[src/design/pidaw_pkg.sv]
// Shared widths, register map codes and stage payload types of the PID controller.
package pidaw_pkg;

  // Field widths
  localparam int DATA_W      = 16;
  localparam int ERROR_W     = 17;
  localparam int DERIV_W     = 18;
  localparam int INTEGRAL_W  = 32;
  localparam int GAIN_W      = 32;
  localparam int WINDUP_W    = 17;
  localparam int LIMIT_W     = 31;
  localparam int DRIVE_W     = 32;

  // Product widths of the three gain multiplies
  localparam int PROD_P_W    = GAIN_W + ERROR_W;
  localparam int PROD_I_W    = GAIN_W + INTEGRAL_W;
  localparam int PROD_D_W    = GAIN_W + DERIV_W;
  localparam int SUM_W       = 64;

  // Default fraction bits of the Q gains
  localparam int GAIN_FRACTION_BITS_DEF = 16;

  // Configuration port
  localparam int APB_ADDR_W  = 5;
  localparam int APB_DATA_W  = 32;
  localparam int REG_IDX_W   = 3;

  localparam logic [REG_IDX_W-1:0] REG_GAIN_P         = 3'd0;
  localparam logic [REG_IDX_W-1:0] REG_GAIN_I         = 3'd1;
  localparam logic [REG_IDX_W-1:0] REG_GAIN_D         = 3'd2;
  localparam logic [REG_IDX_W-1:0] REG_WINDUP_RANGE   = 3'd3;
  localparam logic [REG_IDX_W-1:0] REG_INTEGRAL_LIMIT = 3'd4;

  localparam logic [WINDUP_W-1:0] WINDUP_RESET = {WINDUP_W{1'b1}};

  // Input command codes
  localparam logic CMD_STEP  = 1'b0;
  localparam logic CMD_CLEAR = 1'b1;

  // Error, integral and derivative of one step (two's complement bits)
  typedef struct packed {
    logic [ERROR_W-1:0]    error;
    logic [INTEGRAL_W-1:0] integral;
    logic [DERIV_W-1:0]    derivative;
  } terms_t;

  // Registered gain products of one step
  typedef struct packed {
    logic [PROD_P_W-1:0] prod_p;
    logic [PROD_I_W-1:0] prod_i;
    logic [PROD_D_W-1:0] prod_d;
  } products_t;

endpackage

[src/design/pidaw_drive.sv]
// Product sum, fraction shift, saturation and the output register.
module pidaw_drive #(
  parameter int GAIN_FRACTION_BITS = pidaw_pkg::GAIN_FRACTION_BITS_DEF
) (
  input  logic                             clk,
  input  logic                             load,
  input  pidaw_pkg::terms_t                terms_in,
  input  pidaw_pkg::products_t             products,
  output logic [pidaw_pkg::DRIVE_W-1:0]    drive,
  output pidaw_pkg::terms_t                terms_out
);
  import pidaw_pkg::*;

  logic signed [SUM_W-1:0] sum;
  logic signed [SUM_W-1:0] scaled;
  logic [DRIVE_W-1:0]      drive_next;

  // Sum of the sign-extended products, then an arithmetic shift down.
  assign sum = $signed({{(SUM_W-PROD_P_W){products.prod_p[PROD_P_W-1]}}, products.prod_p})
             + $signed(products.prod_i)
             + $signed({{(SUM_W-PROD_D_W){products.prod_d[PROD_D_W-1]}}, products.prod_d});
  assign scaled = sum >>> GAIN_FRACTION_BITS;

  // Saturate to the signed drive width.
  always_comb begin
    if (scaled[SUM_W-1:DRIVE_W-1] == {(SUM_W-DRIVE_W+1){scaled[DRIVE_W-1]}}) begin
      drive_next = scaled[DRIVE_W-1:0];
    end else if (scaled[SUM_W-1]) begin
      drive_next = {1'b1, {(DRIVE_W-1){1'b0}}};
    end else begin
      drive_next = {1'b0, {(DRIVE_W-1){1'b1}}};
    end
  end

  always_ff @(posedge clk) begin
    if (load) begin
      drive     <= drive_next;
      terms_out <= terms_in;
    end
  end

endmodule

[config.mk]
export PLATFORM = sky130hd
export DESIGN_NAME = pidaw_drive
export DESIGN_NICKNAME = d
export VERILOG_FILES = /design/src/design/pidaw_pkg.sv /design/src/design/pidaw_drive.sv
export SDC_FILE = /design/constraint.sdc
export NUM_CORES = 1
export LEC_CHECK = 0
export BUFFER_PORTS_ARGS = -buffer_cell sky130_fd_sc_hd__buf_2
export CAP_MARGIN = 20
export CORE_UTILIZATION = 55
export DETAILED_ROUTE_END_ITERATION = 16
export GPL_ROUTABILITY_DRIVEN = 0
export PLACE_DENSITY = 0.88
export SYNTH_ARGS = -nofsm -noshare
export SYNTH_HDL_FRONTEND = slang
export SYNTH_SLANG_ARGS = --single-unit
export TNS_END_PERCENT = 100
[constraint.sdc]
create_clock -name clk -period 8 [get_ports clk]
set_input_delay 0 -clock clk [delete_from_list [all_inputs] [get_ports clk]]
set_output_delay 0 -clock clk [all_outputs]
set_load 0.02 [all_outputs]
-- Word level (Yosys, flattened, before mapping)
Cells that the tools add are included.
- register bits after elaboration: 99
- bits in latches: 0
- bits in writable memories: 0
- bits in read-only memories: 0
- input port bits: 232
- output and inout port bits: 99
- word-level logic and storage cells: 9
- memories: 0
- add/sub/neg operators: 2
- $mul: 0
- divide/modulo/power cells: 0
- magnitude comparators: 0
- equal/unequal tests: 1
- shift-type cells: 0
- muxes and demuxes: 2
- bitwise gates (word level): 0
- reductions and logical operators: 0
- operators with widths (operator ; count):
    $add A49 B64 Y64 ; 1
    $add A64 B50 Y64 ; 1
    $mux W32 ; 2
    $eq A32 B32 Y1 ; 1

-- Depth between registers and ports, before layout
- depth in word-level cells: 4
- depth in mapped cells: 16
- gate-level depth less buffers: 15

-- Worst setup path after synthesis
Ideal clock, no wire load.
- kind: in2reg
- start point: in products[24] in the netlist's numbering
- end point: reg drive[0] in the netlist's numbering, data pin
- setup time: 0.259 ns
- arrival time: 3.529 ns
- required time: 7.741 ns
- slack: 4.213 ns
- cell stages on the path: 15
- path buffers: 2
- cells stage by stage: fa_1 ha_1 buf_2 nand4_1 or3_1 or3_1 a2111o_1 nand4_1 nor4_1 a211o_1 nor2b_1 nor4b_2 a41oi_2 buf_2 o21bai_1
- word-level cells in the longest chain between the ends: 3
- elaborated cells between the ends (all ways): 4
- classes of those cells: 1 x add/sub; 1 x eq/ne; 2 x mux
- ends and longest elaborated chain (what ; line ; text):
    from (decl) ; pidaw_drive.sv:8 ; input pidaw_pkg::products_t products,
    $add A64 B50 Y64 (*) ; pidaw_drive.sv:21 ; + $signed({{(SUM_W-PROD_D_W){products.prod_d[PROD_D_W-1]}}, products.prod_d});
    $eq A32 B32 Y1 or $mux W32 (tied branches) ; pidaw_drive.sv:26, pidaw_drive.sv:28 ;
    $mux W32 (*) ; pidaw_drive.sv:26 ; if (scaled[SUM_W-1:DRIVE_W-1] == {(SUM_W-DRIVE_W+1){scaled[DRIVE_W-1]}}) begin
    via drive_next[0] ; pidaw_drive.sv:16 ; logic [DRIVE_W-1:0] drive_next;
    to (signal assigned) ; pidaw_drive.sv:37 ; drive <= drive_next;
    to (decl) ; pidaw_drive.sv:9 ; output logic [pidaw_pkg::DRIVE_W-1:0] drive,
Mark *: on every way through the listed nets, which the timed path passes. The rest lies on a longest branch.
A chain may end at the register's enable or synchronous reset.

-- Worst setup path after layout
- start point: in products[16] in the netlist's numbering
- end point: reg drive[11] in the netlist's numbering, data pin
The elaborated chain is that of the path after synthesis.

==> flow_metrics.env <==
export IMPL_finalPower_mw=2.43
export IMPL_p_leak_nw=5.27
export IMPL_p_int_mw=1.39
export IMPL_cts_resized=0
export IMPL_ant_nets=0
export IMPL_hold_path_cell_count=1
export IMPL_fmax_ghz=0.217
export IMPL_finalSetupTns_ns=0
export IMPL_ys_seq_area_share_pct=33.7
export IMPL_pwr_share_clk_pct=17.6
export IMPL_run_status="completed"
export IMPL_worst_pin_slew_ns=0.943
export IMPL_grt_total_usage_pct=36.0
export IMPL_drive_gt1_share_pct=28.3
export IMPL_slew_violations=0
export IMPL_fp_coreArea_um2=15400
export IMPL_cts_sinks=99
export IMPL_wl_mm=29.7
export IMPL_finalWorstSetupSlack_ns=3.40
export IMPL_pre_cts_ws_ns=3.21
export IMPL_io_pins=331
export IMPL_slew_headroom_pct=37.1
export IMPL_drtPass1Iterations=6
export IMPL_grt_overflow_total=0
export IMPL_yosys_register_bits=99
export IMPL_grt_pass1_vias=8720
export IMPL_hold_class="input pin to flop"
export IMPL_avgViaCountPerCell=6.03
export IMPL_hold_slack_ns=0.0906
export IMPL_p_per_area_nw_per_um2=210
export IMPL_clk_root_buffer_cell="clkbuf_16"
export IMPL_syn_area_um2=8830
export IMPL_synth_edff_count=99
export IMPL_clkSlewWorstSetupHoldPaths_ns=0.08
export IMPL_crit_fanout=20
export IMPL_rsz0062_at_grt="no"
export IMPL_seq_power_share_pct=28.9
export IMPL_ys_flop_type="edfxtp_1"
export IMPL_setup_viol=0
export IMPL_seq_area_um2=2970
export IMPL_p_switching_mw=1.04
export IMPL_grt_antenna_before_repair=1
export IMPL_holdCritStartpoint="load"
export IMPL_fin_nets=1628
export IMPL_grt_max_degree=75
export IMPL_min_period_ns=4.60
export IMPL_combPwrFrac_pct=53.6
export IMPL_p_sw_share_pct=42.6
export IMPL_clock_path_buffers=2
export IMPL_hold_viol=0
export IMPL_cts_hold_buf=67
export IMPL_drtIter0Drc=886
export IMPL_fp_dieW_um=129
export IMPL_cts_tree="built"
export IMPL_worstPathRequired_ns=8.11
export IMPL_grt_pass1_wl_mm=45.4
export IMPL_rows=45
export IMPL_hold_path_end="terms_out[17]"
export IMPL_dp_hpwl_mm=21.7
export IMPL_die_area_um2=16600
export IMPL_final_common_cell="buf_2"
export IMPL_async_reset_ff_share_pct=0
export IMPL_final_cell_mix="buf_2 (329), edfxtp_1 (99), inv_1 (85), a21oi_1 (79), nand2_1 (78)"
export IMPL_initial_utilization_pct=57.3
export IMPL_cts_setup_buffers=0
export IMPL_cp_end_kind="flop"
export IMPL_port_buffers=330
export IMPL_max_cap_viol_count=0
export IMPL_synth_area_per_cell_um2=9.88
export IMPL_peakVddDrop_mv=0.143
export IMPL_die_h_um=129
export IMPL_startpoint_type="input pin"
export IMPL_vias=8979
export IMPL_ys_warnings_count=0
export IMPL_h_tree_depth=3
export IMPL_syn_nets=1250
export IMPL_wl_per_cell_um=20.0
export IMPL_multi_input_area_um2=5400
export IMPL_synth_distinct_cells=64
export IMPL_cts_made_buffers=9
export IMPL_crit_type="input pin to flop"
export IMPL_crit_arrival_ns=4.71
export IMPL_num_fill_cells=1089
export IMPL_synthCells=894
export IMPL_period_share_pct=57.5
export IMPL_drc=0
export IMPL_syn2layout_area_growth_pct=31.3
-- sequential cells by signal, indices dropped and copies added, names as in the netlist --
signal / cells
terms_out: 67
drive: 32
-- cell families (layout without fill, tap and decap cells) --
family / Yosys count / after routing / synth area share, %
XOR/XNOR: 45 / 45 / 4.46
flip-flops: 99 / 99 / 33.7
AND/OR/NAND/NOR: 231 / 231 / 13.0
other: 0 / 1 / 0
buffers and inverters: 118 / 501 / 5.24
AO/OA/AOI/OAI: 272 / 272 / 20.2
multiplexers: 5 / 5 / 0.623
adder cells (fa/ha/maj): 124 / 124 / 22.8
-- area by class of cell --
cell class | instances | share of cell area, %
multi-input cells | 677 | 46.6
flip-flops and latches | 99 | 25.6
repair buffers | 400 | 20.3
inverters | 85 | 2.75
well taps | 211 | 2.28
clock buffers | 9 | 1.94
clock inverters | 7 | 0.507
diodes | 1 | 0.0216
-- power groups by stage --
stage	clock network, mW	registers (mW)	logic (mW)
5_1_grt	0.445	0.707	1.40
4_1_cts	0.419	0.696	1.25
3_5_place_dp	0	0.707	1.22
6_report	0.427	0.702	1.30
3_3_place_gp	0	0.702	1.18
2_1_floorplan	0	0.808	0.742
-- worst max-delay path: stages --
cell and delay [ns]:
buf_2 0.11, fa_1 0.49, ha_1 0.44, nand4_1 0.28, nor4_1 0.53, o21ai_0 0.21
a31oi_1 0.39, or2_2 0.21, a21oi_1 0.08, xor2_1 0.25, mux2_2 0.40, nor4b_2 0.36
a41oi_2 0.45, buf_8 0.32, a41o_1 0.21
-- per-layer routing --
layer	up-vias	global-route usage, %	wire length [µm]
met3	117	8.23	2970
met1	4221	42.5	10600
li1	4032	-	-
met5	-	0	0
met4	0	18.4	1470
met2	609	61.5	14700
-- stage by stage --
| stage | util, % | instances | area (µm²) |
|---|---|---|---|
| after detailed placement | 69.0 | 1405 | 10600 |
| after global placement | 68.9 | 1404 | 10600 |
| after floorplan | - | 894 | 8830 |
| after CTS | 75.1 | 1488 | 11600 |
| final | 75.2 | 1489 | 11600 |
| after global routing | 75.1 | 1488 | 11600 |
-- how the worst max path moves through the flow --
stage,from,end
CTS,products[49],drive[6]
finish,products[16],drive[11]
floorplan,products[24],drive[0]
global route,products[49],drive[11]
global placement,products[8],drive[11]
detailed placement,products[49],drive[2]
-- Yosys cell counts (24+ instances only) --
cell      count  area, µm²
o21bai_1     41        308
xnor2_1      28        245
fa_1         62       1240
ha_1         62        776
inv_1        85        319
nand2_1      78        293
nor2_1       49        184
o21ai_0      50        250
a21o_1       24        180
a21oi_1      79        395
edfxtp_1     99       2970
nand4_1      24        150
(Power assumes the default switching activity.)
