**src/design/pidaw_pkg.sv**
```systemverilog
// Shared widths, register map codes and stage payload types of the PID controller.
package pidaw_pkg;

  // Field widths
  localparam int DATA_W      = 16;
  localparam int ERROR_W     = 17;
  localparam int DERIV_W     = 18;
  localparam int INTEGRAL_W  = 32;
  localparam int GAIN_W      = 32;
  localparam int WINDUP_W    = 17;
  localparam int LIMIT_W     = 31;
  localparam int DRIVE_W     = 32;

  // Product widths of the three gain multiplies
  localparam int PROD_P_W    = GAIN_W + ERROR_W;
  localparam int PROD_I_W    = GAIN_W + INTEGRAL_W;
  localparam int PROD_D_W    = GAIN_W + DERIV_W;
  localparam int SUM_W       = 64;

  // Default fraction bits of the Q gains
  localparam int GAIN_FRACTION_BITS_DEF = 16;

  // Configuration port
  localparam int APB_ADDR_W  = 5;
  localparam int APB_DATA_W  = 32;
  localparam int REG_IDX_W   = 3;

  localparam logic [REG_IDX_W-1:0] REG_GAIN_P         = 3'd0;
  localparam logic [REG_IDX_W-1:0] REG_GAIN_I         = 3'd1;
  localparam logic [REG_IDX_W-1:0] REG_GAIN_D         = 3'd2;
  localparam logic [REG_IDX_W-1:0] REG_WINDUP_RANGE   = 3'd3;
  localparam logic [REG_IDX_W-1:0] REG_INTEGRAL_LIMIT = 3'd4;

  localparam logic [WINDUP_W-1:0] WINDUP_RESET = {WINDUP_W{1'b1}};

  // Input command codes
  localparam logic CMD_STEP  = 1'b0;
  localparam logic CMD_CLEAR = 1'b1;

  // Error, integral and derivative of one step (two's complement bits)
  typedef struct packed {
    logic [ERROR_W-1:0]    error;
    logic [INTEGRAL_W-1:0] integral;
    logic [DERIV_W-1:0]    derivative;
  } terms_t;

  // Registered gain products of one step
  typedef struct packed {
    logic [PROD_P_W-1:0] prod_p;
    logic [PROD_I_W-1:0] prod_i;
    logic [PROD_D_W-1:0] prod_d;
  } products_t;

endpackage

```
**src/design/pidaw_update.sv**
```systemverilog
// Error, derivative and anti-windup integral update with the stored controller state.
module pidaw_update (
  input  logic                                clk,
  input  logic                                rst,
  input  logic                                load,
  input  logic                                command,
  input  logic [pidaw_pkg::DATA_W-1:0]        target,
  input  logic [pidaw_pkg::DATA_W-1:0]        measured,
  input  logic [pidaw_pkg::WINDUP_W-1:0]      windup_range,
  input  logic [pidaw_pkg::LIMIT_W-1:0]       integral_limit,
  output pidaw_pkg::terms_t                   terms
);
  import pidaw_pkg::*;

  logic signed [ERROR_W-1:0]    previous_error;
  logic signed [INTEGRAL_W-1:0] integral_sum;
  terms_t                       terms_next;

  // Step arithmetic for the item held in the input register.
  always_comb begin
    logic signed [ERROR_W-1:0]      err;
    logic signed [DERIV_W-1:0]      der;
    logic signed [INTEGRAL_W:0]     sum_wide;
    logic signed [INTEGRAL_W-1:0]   acc;
    logic signed [INTEGRAL_W:0]     acc_wide;
    logic signed [INTEGRAL_W:0]     lim_wide;
    logic [ERROR_W-1:0]             mag;
    logic                           sign_change;

    err = $signed({target[DATA_W-1], target}) - $signed({measured[DATA_W-1], measured});
    der = $signed({err[ERROR_W-1], err}) - $signed({previous_error[ERROR_W-1], previous_error});

    // Accumulate with saturation at the 32-bit limits.
    sum_wide = $signed({integral_sum[INTEGRAL_W-1], integral_sum})
             + $signed({{(INTEGRAL_W+1-ERROR_W){err[ERROR_W-1]}}, err});
    if (sum_wide[INTEGRAL_W] != sum_wide[INTEGRAL_W-1]) begin
      acc = sum_wide[INTEGRAL_W] ? {1'b1, {(INTEGRAL_W-1){1'b0}}}
                                 : {1'b0, {(INTEGRAL_W-1){1'b1}}};
    end else begin
      acc = sum_wide[INTEGRAL_W-1:0];
    end

    // Zero the integral when the error is out of the windup range.
    mag = err[ERROR_W-1] ? (~err + 1'b1) : err;
    if (mag > windup_range) begin
      acc = '0;
    end

    // Clamp to the integral limit; zero disables the clamp.
    acc_wide = {acc[INTEGRAL_W-1], acc};
    lim_wide = {2'b00, integral_limit};
    if (integral_limit != '0) begin
      if (acc_wide > lim_wide) begin
        acc = lim_wide[INTEGRAL_W-1:0];
      end else if (acc_wide < -lim_wide) begin
        acc = -lim_wide[INTEGRAL_W-1:0];
      end
    end

    // Zero the integral when the error sign changes, zero counting as its own sign.
    sign_change = ((previous_error == '0) != (err == '0))
               || ((err != '0) && (previous_error[ERROR_W-1] != err[ERROR_W-1]));
    if (sign_change) begin
      acc = '0;
    end

    if (command == CMD_CLEAR) begin
      terms_next = '0;
    end else begin
      terms_next.error      = err;
      terms_next.integral   = acc;
      terms_next.derivative = der;
    end
  end

  // Stored state advances once per item as it leaves the input register.
  always_ff @(posedge clk) begin
    if (rst) begin
      previous_error <= '0;
      integral_sum   <= '0;
    end else if (load) begin
      previous_error <= $signed(terms_next.error);
      integral_sum   <= $signed(terms_next.integral);
    end
  end

  // Stage register toward the multipliers.
  always_ff @(posedge clk) begin
    if (load) begin
      terms <= terms_next;
    end
  end

endmodule

```
**config.mk**
```make
export PLATFORM = sky130hd
export DESIGN_NAME = pidaw_update
export DESIGN_NICKNAME = d
export VERILOG_FILES = /design/src/design/pidaw_pkg.sv /design/src/design/pidaw_update.sv
export SDC_FILE = /design/constraint.sdc
export NUM_CORES = 1
export LEC_CHECK = 0
export ABC_CLOCK_PERIOD_IN_PS = 31500
export BUFFER_PORTS_ARGS = -buffer_cell sky130_fd_sc_hd__buf_2
export CAP_MARGIN = 20
export CELL_PAD_IN_SITES_DETAIL_PLACEMENT = 1
export CELL_PAD_IN_SITES_GLOBAL_PLACEMENT = 1
export CORE_ASPECT_RATIO = 1.4
export CORE_MARGIN = 1
export CORE_UTILIZATION = 24
export CTS_CLUSTER_DIAMETER = 80
export DETAILED_ROUTE_END_ITERATION = 6
export GPL_ROUTABILITY_DRIVEN = 0
export HOLD_SLACK_MARGIN = 0.06
export PLACE_DENSITY = 0.48
export SLEW_MARGIN = 20
export SYNTH_ARGS = -nofsm -noshare
export SYNTH_HDL_FRONTEND = slang
export SYNTH_SLANG_ARGS = --single-unit
```
**constraint.sdc**
```tcl
create_clock -name clk -period 31.5 [get_ports clk]
set_input_delay 7.875 -clock clk [delete_from_list [all_inputs] [get_ports clk]]
set_output_delay 7.875 -clock clk [all_outputs]
set_load 0.05 [all_outputs]
```
* After elaboration in Yosys (flattened, before gate mapping) *
Index checks and enable logic that the tools add are counted.
Widths: inputs -> output; s select.

word-level totals
  word-level logic and storage cells = 33
  output and inout bits = 67
  flip-flop bits (word level) = 116
  input bits = 84

cells by class
  $add $sub $neg = 6
  equality and inequality tests = 3
  order comparisons = 3
  mux-type cells = 9
  bitwise operators = 1
  reductions and logical operators = 6

operator list
  kind                   number
  $mux 32                7
  $mux 67                1
  $logic_not 17->1       2
  $add 32x17->33         1
  $lt 32x33->1           1
  $neg 31->33            1
  $gt 32x32->1           1
  $neg 31->32            1
  $reduce_bool 31->1     1
  $sub 17x17->18         1
  $add 17x1->17 const B  1
  $gt 17x17->1           1
  $mux 17                1
  $not 17->17            1
  $reduce_bool 17->1     1
  $sub 16x16->17         1
  $ne 1x1->1             3
  $logic_and 1x1->1      1
  $logic_or 1x1->1       1

* Depth between registers and ports, before layout *
Gate-level depths: netlist of run 1.

  depth after elaboration = 12
  gate-level depth with buffers = 40
  mapped depth without buffers = 37

* Worst setup path after synthesis of run 1 *
No wires, ideal clock.

  kind = input -> register
  start point = in target[0] in the netlist's numbering
  end point = reg integral_sum[23]
  setup time = 0.086 ns
  setup slack = 14.391 ns
  arrival = 17.024 ns
  stages = 40
  buffers on the path = 3
  data required time = 31.414 ns
  cells stage by stage = inv_1 > ha_1 > fa_1 > and2b_1 > o21a_1 > o211ai_1 > a21oi_1 > o41a_1 > o22a_1 > inv_1 > clkbuf_1 > ha_1 > a21o_1 > a21o_1 > a2111oi_0 > nor3_1 > a21oi_1 > a31oi_1 > [4 not listed] > inv_1 > nor3_1 > a2111oi_0 > clkbuf_1 > o21ai_0 > inv_1 > ha_1 > a211oi_1 > o21bai_1 > a221o_1 > a221oi_1 > a211oi_1 > or2_2 > clkbuf_1 > or4b_2 > o21ai_0 > a31oi_1 > o31ai_2

on the way
  word-level cells in the longest chain between the ends = 12
  elaborated cells on any way between the ends = 23
  those cells by class = add/sub (3); order compare (3); eq/ne (3); mux (9); bitwise (1); reduce/logical (4)

RTL lines
  element               RTL line            source
  from (decl)           pidaw_update.sv:7   input logic [pidaw_pkg::DATA_W-1:0] target,
  $sub 16x16->17 *      pidaw_update.sv:30  err = $signed({target[DATA_W-1], target}) - $signed({measured[DATA_W-1], measured});
  $not 17->17           pidaw_update.sv:44  mag = err[ERROR_W-1] ? (~err + 1'b1) : err;
  $add 17x1->17         pidaw_update.sv:44
  $mux 17               pidaw_update.sv:44
  $gt 17x17->1          pidaw_update.sv:45  if (mag > windup_range) begin
  $mux 32               pidaw_update.sv:45
  $lt 32x33->1          pidaw_update.sv:55  end else if (acc_wide < -lim_wide) begin
  $mux 32               pidaw_update.sv:55
  $mux 32               pidaw_update.sv:53  if (acc_wide > lim_wide) begin
  $mux 32               pidaw_update.sv:52  if (integral_limit != '0) begin
  $mux 32 *             pidaw_update.sv:63  if (sign_change) begin
  $mux 67 *             pidaw_update.sv:67  if (command == CMD_CLEAR) begin
  to (signal assigned)  pidaw_update.sv:83  integral_sum <= $signed(terms_next.integral);
  to (decl)             pidaw_update.sv:16  logic signed [INTEGRAL_W-1:0] integral_sum;

Mark *: on every way between the ends. The rest lies on a longest branch, timed or not.
A chain may end at the register's enable or synchronous reset.

==> results of run 1 <==
[cells in the final DEF, fill, tap and decap left out, drive strengths merged, types with 35 or more instances in the layout]
| cell | synthesis | layout |
|---|---|---|
| a21oi | 86 | 86 |
| buf | 9 | 173 |
| dfxtp | 49 | 49 |
| edfxtp | 67 | 67 |
| ha | 148 | 148 |
| inv | 130 | 139 |
| nand2 | 104 | 104 |
| nor2 | 139 | 139 |
| o21ai | 78 | 78 |
| o31ai | 35 | 35 |
| xnor2 | 90 | 90 |
[sequential cells by signal (all words and copies together), names as in the netlist]
register and flops:
integral_sum 32, terms 67, previous_error 17
[critical path: cells and delay by family]
family | cells | cell delay [ns]
compound gates | 20 | 5.90
buf+inv | 6 | 1.99
fa+ha+maj | 5 | 1.43
simple gates | 7 | 1.25
xor+xnor | 1 | 0.19
[layout make-up]
| class | count | area share, % |
|---|---|---|
| flip-flops and latches | 116 | 22.3 |
| inverters | 130 | 3.63 |
| clock buffers | 17 | 3.17 |
| well taps | 617 | 5.75 |
| multi-input cells | 1070 | 57.1 |
| repair buffers | 173 | 6.89 |
| clock inverters | 15 | 1.19 |
[layer usage]
| metal | vias to the layer above | global-route usage [%] |
|---|---|---|
| met5 | - | 0 |
| met4 | 2 | 5.56 |
| met3 | 38 | 2.37 |
| met2 | 150 | 31.9 |
| met1 | 4933 | 20.1 |
| li1 | 5195 | - |
[logic make-up (layout without fill, tap and decap cells)]
group / after synthesis / after routing / share of synthesized area, %
simple gates: 442 / 442 / 18.9
compound gates: 345 / 345 / 21.2
buf+inv: 171 / 335 / 6.01
fa+ha+maj: 152 / 152 / 17.0
flops: 116 / 116 / 26.5
xor+xnor: 109 / 109 / 8.44
mux: 22 / 22 / 2.00
[worst min-delay path by stage]
stage          slack (ns)  cells after the start               end
5_1_grt              0.50                      2  integral_sum[12]
4_1_cts              0.48                      2   integral_sum[7]
6_report             0.48                      2  integral_sum[29]
3_3_place_gp         0.46                      2  integral_sum[13]
3_5_place_dp         0.47                      2   integral_sum[7]
2_1_floorplan        0.43                      2   integral_sum[9]
[where the power goes]
part / switching, mW / leakage [nW] / internal, mW
logic: 0.493 / 4.62 / 0.252
clock network: 0.0845 / 0.283 / 0.112
registers: 0.0123 / 1.07 / 0.195
total: 0.590 / 5.97 / 0.559
[stage by stage]
stage / setup slack [ns] / cells / area (µm²) / hold WS [ns]
after floorplan: 14.39 / 1357 / 11300 / 0.433
after global placement: 12.72 / 2106 / 12800 / 0.460
after detailed placement: 12.49 / 2106 / 12800 / 0.468
after CTS: 12.97 / 2138 / 13400 / 0.484
after global routing: 12.06 / 2138 / 13400 / 0.500
final: 13.10 / 2138 / 13400 / 0.484
==> results.json, run 1 <==
{
  "fin_tns_setup_ns": 0,
  "rr_worst_depth": 28,
  "synth.most_common_cell": "ha_1",
  "end_kind": "flip-flop",
  "synth-seq-area-share_pct": 26.5,
  "wl_um": 40800,
  "syn_nets": 1592,
  "power_per_cell_area_mw_per_mm2": 85.5,
  "first_iter_violations": 431,
  "min_from": "integral_sum[29]",
  "slowest_stage": "inv_1",
  "clock-root-buffer": "clkbuf_16",
  "post_cts_buffers": 0,
  "cts_sinks": 116,
  "yosysWarnings": 0,
  "drv_cap": 0,
  "clk_latency_ns": 0.45,
  "fin_skew_ns": 0.0155,
  "cts.htree.levels": 4,
  "cts_buffers": 17,
  "maxSlewViolCount": 0,
  "cts_resized": 0,
  "met2_length_um": 21200,
  "vias_per_cell": 4.83,
  "startpoint_type": "input pin",
  "period_share_pct": 58.4,
  "netlist_area_mm2": 0.0113,
  "die_w_um": 185,
  "worst_slew_pin_slew_ns": 1.02,
  "core_mm2": 0.0463,
  "grt_pass1_vias": 10800,
  "ios": 151,
  "initial_core_util_pct": 24.4,
  "p_leak_nw": 5.97,
  "cp_slowest_stage_delay_ns": 0.77,
  "ff2ff_setup_slack_ns": 22.88,
  "cts_tree": "yes",
  "worstPathArrival_ns": 18.69,
  "min_period_ns": 18.40,
  "synth-edff-count": 67,
  "critPathRequiredTime_ns": 31.79,
  "drt_pass1_iterations": 4,
  "antenna_found_initial": 1,
  "ys.flop_type": "edfxtp_1",
  "postCtsHoldBufs": 0,
  "crit_end": "terms[42]",
  "grt_setup_unrepaired": "no",
  "power_mw": 1.15,
  "clk_pin_slew_ns": 0.06,
  "syn2layout_area_growth_pct": 18.8,
  "hold_class": "reg -> reg",
  "status": "finished, final reports clean",
  "synthTopCellsByArea": "edfxtp_1 18%, ha_1 16%, dfxtp_1 8.7%",
  "top_layer_used": "met5",
  "fillers": 5599,
  "drive_above_1_share_pct": 17.5,
  "die_area_mm2": 0.0480,
  "vdd_drop_max_mv": 0.0428,
  "crit_start": "target[0]",
  "n_antenna_cell": 0,
  "num_vias": 10300,
  "worstSetupPathType": "in -> reg",
  "grt_first_pass_wirelength_um": 62100,
  "path_max_fanout": 43,
  "synth_common_cells": "148 x ha_1, 139 x nor2_1, 130 x inv_1",
  "antenna_left": 0,
  "met3_length_um": 997,
  "port_buffers": 150,
  "netlist.top_cell.by_area": "edfxtp_1",
  "drc": 0,
  "grt_max_degree": 68,
  "dp_hpwl_um": 33400,
  "grt-ovfl-total": 0,
  "num_rows": 93,
  "syn_avg_cell_area_um2": 8.33,
  "wl_met1_um": 17800,
  "async_flop_share_pct": 0,
  "setup_viol": 0,
  "final_util_pct": 29.0,
  "slew_headroom_pct": 32.1,
  "detail_route.wl_per_cell_um": 19.1,
  "fmax_mhz": 54.3,
  "ys_seq_elements": 116,
  "reg2reg_to": "terms[42]",
  "clockBufferDepth": 2,
  "finalHoldViolCount": 0,
  "netlist_instances": 1357,
  "yosysTopAreaCellShare_pct": 17.8,
  "multi_input_area_mm2": 0.00767,
  "ff_latch_area_mm2": 0.00299,
  "track_usage_pct": 17.3,
  "synthDistinctLibCells": 74,
  "die_h_um": 259,
  "num-nets-final": 1743,
  "r2r_start": "integral_sum[3]"
}
(Power assumes the default switching activity.)
==> run 2: changes to the inputs <==
ABC_CLOCK_PERIOD_IN_PS = 15000   (was 31500)
PLACE_DENSITY = 0.5   (was 0.48)
clock period = 15 ns   (was 31.5 ns; I/O delays follow)
==> run 2 against run 1 <==
  * Combinational power grew 110%
  * Final cell count up 0.28%
  * Clock power increased by 97%
  * Flip-flop and latch count unchanged
  * Critical path type unchanged
==> results.json, run 2 (same netlist as run 1, synthesis figures left out) <==
{
  "clockBufferDepth": 2,
  "r2r_start": "integral_sum[3]",
  "ff_latch_area_mm2": 0.00299,
  "slowest_stage": "or4b_2",
  "track_usage_pct": 17.8,
  "num-nets-final": 1748,
  "postCtsHoldBufs": 0,
  "top_layer_used": "met5",
  "reg_top3": "terms (67), integral_sum (32), previous_error (17)",
  "mostFrequentLayoutCells": "149 x buf_2, 148 x ha_1, 138 x nor2_1",
  "cts_tree": "yes",
  "detail_route.wl_per_cell_um": 19.3,
  "finalHoldViolCount": 0,
  "initial_core_util_pct": 24.4,
  "core_mm2": 0.0463,
  "worstPathArrival_ns": 13.74,
  "met2_length_um": 21300,
  "path_max_fanout": 30,
  "path_buf_inv": 7,
  "crit_start": "target[0]",
  "num_rows": 93,
  "hold_ws_ns": 0.476,
  "status": "finished, final reports clean",
  "period_share_pct": 89.2,
  "cp_top_family": "compound AO/OA/AOI/OAI gates",
  "vias_per_cell": 4.85,
  "setup_viol": 0,
  "port_buffers": 150,
  "critPathRequiredTime_ns": 15.36,
  "first_iter_violations": 387,
  "drive_above_1_share_pct": 17.6,
  "multi_input_area_mm2": 0.00765,
  "drv_cap": 0,
  "dp_hpwl_um": 33900,
  "met3_length_um": 999,
  "drt_pass1_iterations": 6,
  "layout_commonest_cell": "buf_2",
  "wl_met1_um": 17600,
  "hold_class": "reg -> reg",
  "end_kind": "flip-flop",
  "startpoint_type": "input pin",
  "vdd_drop_max_mv": 0.0932,
  "grt_pass1_vias": 11200,
  "slew_headroom_pct": 31.3,
  "fmax_mhz": 74.7,
  "path_common_cell": "ha_1",
  "syn2layout_area_growth_pct": 18.6,
  "num_vias": 10400,
  "clock-root-buffer": "clkbuf_16",
  "fillers": 5631,
  "antenna_left": 0,
  "fin_skew_ns": 0.0114,
  "worstSetupPathType": "in -> reg",
  "cts.htree.levels": 4,
  "min_period_ns": 13.38,
  "drc": 0,
  "grt_first_pass_wirelength_um": 64100,
  "regMostFlops": "terms",
  "maxSlewViolCount": 0,
  "grt_setup_unrepaired": "no",
  "ff2ff_setup_slack_ns": 6.67,
  "cp_slowest_stage_delay_ns": 0.62,
  "clk_latency_ns": 0.45,
  "wl_um": 41400,
  "cts_resized": 0,
  "p_leak_nw": 5.97,
  "final_util_pct": 29.0,
  "cts_sinks": 116,
  "die_area_mm2": 0.0480,
  "power_per_cell_area_mw_per_mm2": 180,
  "fin_tns_setup_ns": 0,
  "die_h_um": 259,
  "post_cts_buffers": 0,
  "min_from": "integral_sum[0]",
  "grt-ovfl-total": 0,
  "clk_pin_slew_ns": 0.06,
  "antenna_found_initial": 2,
  "worst_slew_pin_slew_ns": 1.02,
  "largest_reg_flops": 67,
  "cts_buffers": 17,
  "grt_max_degree": 65,
  "ios": 151,
  "die_w_um": 185
}
[run 2: worst paths after layout]
kind	to	cells after the start
setup / recovery	integral_sum[23]	39
hold / removal	integral_sum[0]	2
setup reg to reg	integral_sum[23]	28
hold reg to reg	integral_sum[0]	2
[run 2: area by class of cell]
type                       instances  share of cell area (%)
multi-input combinational       1070                    57.0
sequential                       116                    22.3
timing repair buffer             178                    7.18
tap                              617                    5.76
inverter                         130                    3.64
clock buffer                      18                    3.27
clock inverter                    14                   0.793
antenna                            1                  0.0187
[run 2: worst register-to-register path: cells and delay by family (launching register included)]
kind,cells,cell delay [ns]
AO/OA/AOI/OAI,16,4.26
XOR/XNOR,1,0.20
adder cells (fa/ha/maj),3,0.97
buffers and inverters,3,0.92
flip-flops,1,0.33
AND/OR/NAND/NOR,5,1.53
[run 2: power breakdown]
part	total, mW	switching [mW]	leakage [nW]	internal [mW]
Clock	0.386	0.170	0.260	0.216
Sequential	0.436	0.0268	1.07	0.409
Combinational	1.59	1.05	4.64	0.539
Total	2.41	1.25	5.97	1.16
[run 2: per-layer routing]
layer,vias to the layer above,global-route usage [%]
li1,5209,-
met1,4943,20.1
met2,181,32.8
met3,60,2.39
met4,2,7.42
met5,-,0
[run 2: through the flow]
step | instance area (µm²) | std cells | setup WS [ns] | total power [mW]
2_1_floorplan | 11300 | 1357 | 2.02 | 1.53
3_3_place_gp | 12900 | 2111 | 1.31 | 2.03
3_5_place_dp | 12900 | 2111 | 1.07 | 2.04
4_1_cts | 13400 | 2143 | 1.54 | 2.44
5_1_grt | 13400 | 2144 | 0.781 | 2.62
6_report | 13400 | 2144 | 1.62 | 2.41
